<file path="src/rtl/assert_macros.svh">
// Assertion macros for the RTL file that carries concurrent checks.
// Needs nothing else; include it by its bare file name.
`ifndef ASSERT_MACROS_SVH
`define ASSERT_MACROS_SVH

// The consequent must hold in the same cycle as the antecedent.
`define CHK_IMPLY(name, clk, rst, pre, post, msg) \
  name: assert property (@(posedge clk) disable iff (rst) (pre) |-> (post)) \
    else $error(msg);

// The expression must hold at every clock edge outside reset.
`define CHK_ALWAYS(name, clk, rst, expr, msg) \
  name: assert property (@(posedge clk) disable iff (rst) (expr)) \
    else $error(msg);

`endif

</file>
<file path="src/rtl/hsbf_pkg.sv">
// Package for the hash slice Bloom filter: sizes, command codes, register
// indexes, state encoding and the control/status bundles between modules.
// Depends on nothing.
package hsbf_pkg;

  localparam int LOG2_MAX_FILTER_BITS = 24;
  localparam int HASH_BITS = 192;

  localparam int WORD_W = 64;
  localparam int SLICE_W = 64;
  localparam int HC_W = 8;
  localparam int BPH_W = 7;
  localparam int FSB_W = 25;
  localparam int CMD_W = 2;
  localparam int LOAD_IDX_W = 21;
  localparam int CFG_IDX_W = 2;
  localparam int CFG_DATA_W = 25;

  localparam int ADDR_W = LOG2_MAX_FILTER_BITS - 3;
  localparam int STORE_BYTES = 1 << ADDR_W;
  localparam int STORE_BITS = 1 << LOG2_MAX_FILTER_BITS;
  localparam int REM_W = LOG2_MAX_FILTER_BITS;
  localparam int SIZE_W = LOG2_MAX_FILTER_BITS + 1;
  localparam int RADIX_BITS = 4;
  localparam int TAKE_W = $clog2(SLICE_W + 1);
  localparam int STEP_W = $clog2(SLICE_W / RADIX_BITS + 1);
  localparam int POS_W = $clog2(HASH_BITS + 1);
  localparam int END_W = ((POS_W > BPH_W) ? POS_W : BPH_W) + 1;

  typedef logic [3*WORD_W-1:0]  hash_t;
  typedef logic [SLICE_W-1:0]   slice_t;
  typedef logic [ADDR_W-1:0]    addr_t;
  typedef logic [REM_W-1:0]     bitidx_t;
  typedef logic [SIZE_W-1:0]    size_t;
  typedef logic [TAKE_W-1:0]    take_t;
  typedef logic [STEP_W-1:0]    step_t;
  typedef logic [POS_W-1:0]     pos_t;
  typedef logic [END_W-1:0]     end_t;
  typedef logic [HC_W-1:0]      count_t;
  typedef logic [BPH_W-1:0]     bph_t;
  typedef logic [FSB_W-1:0]     fsb_t;

  localparam count_t HASH_COUNT_RST = count_t'(1);
  localparam bph_t   BPH_RST = bph_t'(24);
  localparam fsb_t   FSB_RST = fsb_t'(0);

  typedef enum logic [CMD_W-1:0] {
    CMD_ADD  = 2'd0,
    CMD_TEST = 2'd1,
    CMD_LOAD = 2'd2
  } cmd_code_t;

  localparam logic [CFG_IDX_W-1:0] REG_HASH_COUNT    = 2'd0;
  localparam logic [CFG_IDX_W-1:0] REG_BITS_PER_HASH = 2'd1;
  localparam logic [CFG_IDX_W-1:0] REG_FILTER_SIZE   = 2'd2;

  typedef enum logic [2:0] {
    S_CLEAR,
    S_IDLE,
    S_LOAD,
    S_SLICE,
    S_DIV,
    S_CHECK,
    S_DONE
  } state_t;

  typedef struct packed {
    logic ready;
    logic capture;
    logic clear_en;
    logic load_wr;
    logic div_start;
    logic advance;
    logic set_bit;
    logic hit_clear;
    logic out_load;
  } ctrl_cmd_t;

  typedef struct packed {
    logic clear_last;
    logic new_load;
    logic new_walk;
    logic div_done;
    logic is_test;
    logic bit_hit;
    logic more;
    logic hit;
  } dp_status_t;

endpackage

</file>
<file path="src/rtl/hsbf_ctrl.sv">
// Controller state machine of the Bloom filter: store clearing, command
// dispatch and the walk over the hash indices. Depends on hsbf_pkg.
module hsbf_ctrl (
  input  logic                 clk,
  input  logic                 rst,
  input  logic                 in_valid,
  input  logic                 out_valid,
  input  logic                 out_stall,
  input  hsbf_pkg::dp_status_t status,
  output hsbf_pkg::ctrl_cmd_t  cmd
);

  hsbf_pkg::state_t state;
  hsbf_pkg::state_t state_next;
  logic             miss;

  assign miss = status.is_test && !status.bit_hit;

  always_ff @(posedge clk) begin
    if (rst) begin
      state <= hsbf_pkg::S_CLEAR;
    end else begin
      state <= state_next;
    end
  end

  always_comb begin
    state_next = state;
    case (state)
      hsbf_pkg::S_CLEAR: begin
        if (status.clear_last) begin
          state_next = hsbf_pkg::S_IDLE;
        end
      end
      hsbf_pkg::S_IDLE: begin
        if (in_valid) begin
          if (status.new_load) begin
            state_next = hsbf_pkg::S_LOAD;
          end else if (status.new_walk) begin
            state_next = hsbf_pkg::S_SLICE;
          end else begin
            state_next = hsbf_pkg::S_DONE;
          end
        end
      end
      hsbf_pkg::S_LOAD: state_next = hsbf_pkg::S_DONE;
      hsbf_pkg::S_SLICE: state_next = hsbf_pkg::S_DIV;
      hsbf_pkg::S_DIV: begin
        if (status.div_done) begin
          state_next = hsbf_pkg::S_CHECK;
        end
      end
      hsbf_pkg::S_CHECK: begin
        // A test stops at its first clear bit.
        if (!miss && status.more) begin
          state_next = hsbf_pkg::S_SLICE;
        end else begin
          state_next = hsbf_pkg::S_DONE;
        end
      end
      hsbf_pkg::S_DONE: begin
        if (!out_valid || !out_stall) begin
          state_next = hsbf_pkg::S_IDLE;
        end
      end
      default: state_next = hsbf_pkg::S_IDLE;
    endcase
  end

  always_comb begin
    cmd = '0;
    case (state)
      hsbf_pkg::S_CLEAR: cmd.clear_en = 1'b1;
      hsbf_pkg::S_IDLE: begin
        cmd.ready   = 1'b1;
        cmd.capture = in_valid;
      end
      hsbf_pkg::S_LOAD: cmd.load_wr = 1'b1;
      hsbf_pkg::S_SLICE: cmd.div_start = 1'b1;
      hsbf_pkg::S_DIV: cmd = '0;
      hsbf_pkg::S_CHECK: begin
        cmd.set_bit   = !status.is_test;
        cmd.hit_clear = miss;
        cmd.advance   = !miss && status.more;
      end
      hsbf_pkg::S_DONE: cmd.out_load = !out_valid || !out_stall;
      default: cmd = '0;
    endcase
  end

endmodule

</file>
<file path="config.mk">
export PLATFORM = sky130hd
export DESIGN_NAME = hsbf_ctrl
export DESIGN_NICKNAME = d
export VERILOG_FILES = /design/src/rtl/assert_macros.svh /design/src/rtl/hsbf_pkg.sv /design/src/rtl/hsbf_ctrl.sv
export SDC_FILE = /design/constraint.sdc
export NUM_CORES = 1
export LEC_CHECK = 0
export BUFFER_PORTS_ARGS = -buffer_cell sky130_fd_sc_hd__buf_4
export CAP_MARGIN = 20
export CORE_AREA = 4 4 41 43
export CTS_CLUSTER_DIAMETER = 120
export DETAILED_ROUTE_END_ITERATION = 10
export DIE_AREA = 0 0 45 47
export PLACE_DENSITY_LB_ADDON = 0.2
export SYNTH_ARGS = -nofsm -noshare
export SYNTH_HDL_FRONTEND = slang
export SYNTH_SLANG_ARGS = --single-unit
</file>
<file path="constraint.sdc">
create_clock -name clk -period 1.6 [get_ports clk]
set_input_delay 0.24 -clock clk [delete_from_list [all_inputs] [get_ports clk]]
set_output_delay 0.24 -clock clk [all_outputs]
set_load 0.005 [all_outputs]
</file>
==> results.ini <==
[timing]
fin_skew_ns=0.00338
period_needed_ns=1.52
max_slew_margin_pct=75.0
hold_viol=0
finalSetupViolCount=0
fin_crit_sh_pct=94.9
grt_setup_unrepaired=no
fin_tns_setup_ns=0
max_freq_ghz=0.659
tightest_slew_ns=0.372
hold_ws_ns=0.173
finalMaxSlewViolations=0

[drt]
first_pass_iters=2
drtIter0Drc=5
viasPerCell=4.42
drc=0
vias=380
avgRoutedWirePerCell_um=10.2
totalWireLength_um=877
ant_nets=0

[layout]
finalNetCount=86
area_growth_pct=71.7
top_regs=state (3)
largest_reg_flops=3
nFillCells=141
drive_gt1_share_pct=52.1
post-route-util_pct=42.6
antenna_cells_inserted=0
top_register=state

[clocking]
cts_buffers=3
htree_levels=1
clockBufferDepth=2
clockRootBuffer=clkbuf_4
clk_pin_slew_worst_paths_ns=0.03
cts_tree=built
clock_sinks=3
clock_latency_ns=0.23
ctsHoldBuffers=0

[critical_path]
end_kind=register
cp-startpoint=state[2]
cp-start-kind=register
rr_startpoint=state[2]
worstPathRequired_ns=1.76
critPathArrivalTime_ns=1.68
crit_type=reg -> reg
cp_max_fo=4

[floorplan]
num_rows=13
core_sq_mm=0.00130
die_x_um=45
die_area_sq_mm=0.00212
floorplan.initialDensity_pct=24.8
ioPinCount=22
fp.dieH_um=47

[synth]
syn_avg_cell_area_sq_um=7.51
ys_seq_area_share_pct=18.6
synth_area_sq_um=323
synth.distinct_cells=28
synth_area_leaders=dfxtp_1 (19%), nor2_1 (7.0%), nand2_1 (5.8%)
synth_area_leader_cell=dfxtp_1
yosys.area.top_type_share_pct=18.6
syn-instance-count=43
ys_ff_latch=3
yosysWarnings=0
synth_fp_nets=57

[worst_hold_path]
hp-class=in -> reg
min_from=rst

[power]
power_leakage_nw=0.264
p_per_area_mw_per_mm2=587
ir_drop_v=0.000177

[global_route]
antenna_found_initial=0
grt_pass1_wl_um=1550
grtUsageTotal_pct=9.94
grt_max_degree=8
grt_remaining_overflow=0
grt_pass1_vias=392

[status]
outcome=completed

[flow_run]
max_cap_violations=0

[place]
gp_congestion=0.837
io_buffers=20
dp_hpwl_um=760

## final timing paths
kind	to	slack, ns	depth (start not counted)
worst min-delay path	state[2]	0.17	2
worst max-delay path	state[2]	0.08	6
worst min register to register	state[2]	0.63	3
worst max register to register	state[2]	0.08	6
## area by class of cell
class | count | area, sq um | share of cell area [%]
Clock buffer | 4 | 26.3 | 4.74
Inverter | 1 | 3.75 | 0.677
Multi-Input combinational cell | 37 | 248 | 44.7
Sequential cell | 3 | 62.6 | 11.3
Tap cell | 15 | 18.8 | 3.39
Timing Repair Buffer | 26 | 195 | 35.2
## where the power goes
group	internal [mW]	total [mW]	switching, mW
Sequential	0.0806	0.0864	0.00578
Combinational	0.0671	0.108	0.0410
Clock	0.0934	0.131	0.0376
## through the flow
step	area, sq um	std cells	power, mW	setup slack (ns)
2_1_floorplan	325	43	0.140	0.00245
3_3_place_gp	520	82	0.194	0.0746
3_5_place_dp	520	82	0.194	0.0851
4_1_cts	547	86	0.329	0.0497
5_1_grt	554	86	0.345	0.0172
6_report	554	86	0.325	0.0817
## cell families after synthesis
group | share of synthesized area [%]
AOI/OAI and AO/OA | 21.7
adders and majority gates | 3.88
buffers and inverters | 6.20
DFF | 18.6
muxes | 3.49
and+or+nand+nor | 46.1
## critical path, stage by stage (launching register included)
cell and delay, ns:
dfxtp_2 0.33, buf_4 0.15, nor3b_4 0.19, and2_4 0.17, o21bai_1 0.11, or3b_4 0.39, a21oi_2 0.11
## cell usage in the layout, fill, tap and decap left out
master | Yosys | routed
nand2b_1 | 1 | 1
o21bai_1 | 2 | 2
nor3_1 | 1 | 1
and3_1 | 2 | 2
a21oi_1 | 1 | 1
a221oi_1 | 1 | 1
ha_1 | 1 | 1
nor3b_1 | 1 | 1
and2b_1 | 1 | 1
a21oi_2 | 1 | 1
mux2_2 | 1 | 1
nand3_1 | 2 | 2
o31ai_1 | 1 | 1
nand2_1 | 5 | 5
a22oi_1 | 1 | 1
buf_4 | 0 | 26
nor2b_2 | 0 | 1
clkbuf_4 | 0 | 3
a211oi_1 | 1 | 1
clkbuf_1 | 0 | 1
nor3b_4 | 1 | 1
inv_1 | 1 | 1
dfxtp_1 | 3 | 1
o21ai_0 | 2 | 2
nand4_1 | 1 | 1
dfxtp_2 | 0 | 2
and2_4 | 1 | 1
nor4bb_1 | 1 | 1
or3b_4 | 0 | 1
nor2_1 | 6 | 6
## metal layers
metal  vias up  global-route usage, %  share of wire [%]
met2        12                   15.8                 47
li1        212                      -                  -
met5         -                      0                  0
met4         0                   7.02                  0
met3         0                   1.15                5.2
met1       156                   12.4                 48
## what timing repair did
| item | CTS | global route |
|---|---|---|
| gates resized for setup | 0 | 4 |
| endpoints found under the hold margin | 0 | 0 |
| buffers inserted | 0 | 0 |
| endpoints found under the setup margin | 0 | 4 |
## synthesized netlist by cell type
library cell	instances
nor3b_4	1
a221oi_1	1
a22oi_1	1
nor4bb_1	1
nand2_1	5
a21oi_2	1
o21ai_0	2
buf_6	1
nor3b_1	1
nand4_1	1
and2_4	1
or3b_1	1
nand3_1	2
mux2_2	1
ha_1	1
a211oi_1	1
buf_2	1
nor2b_1	1
and2b_1	1
a21oi_1	1
nor2_1	6
o31ai_1	1
nand2b_1	1
inv_1	1
o21bai_1	2
dfxtp_1	3
and3_1	2
nor3_1	1
Note: power is estimated with default switching activity, not from simulation.
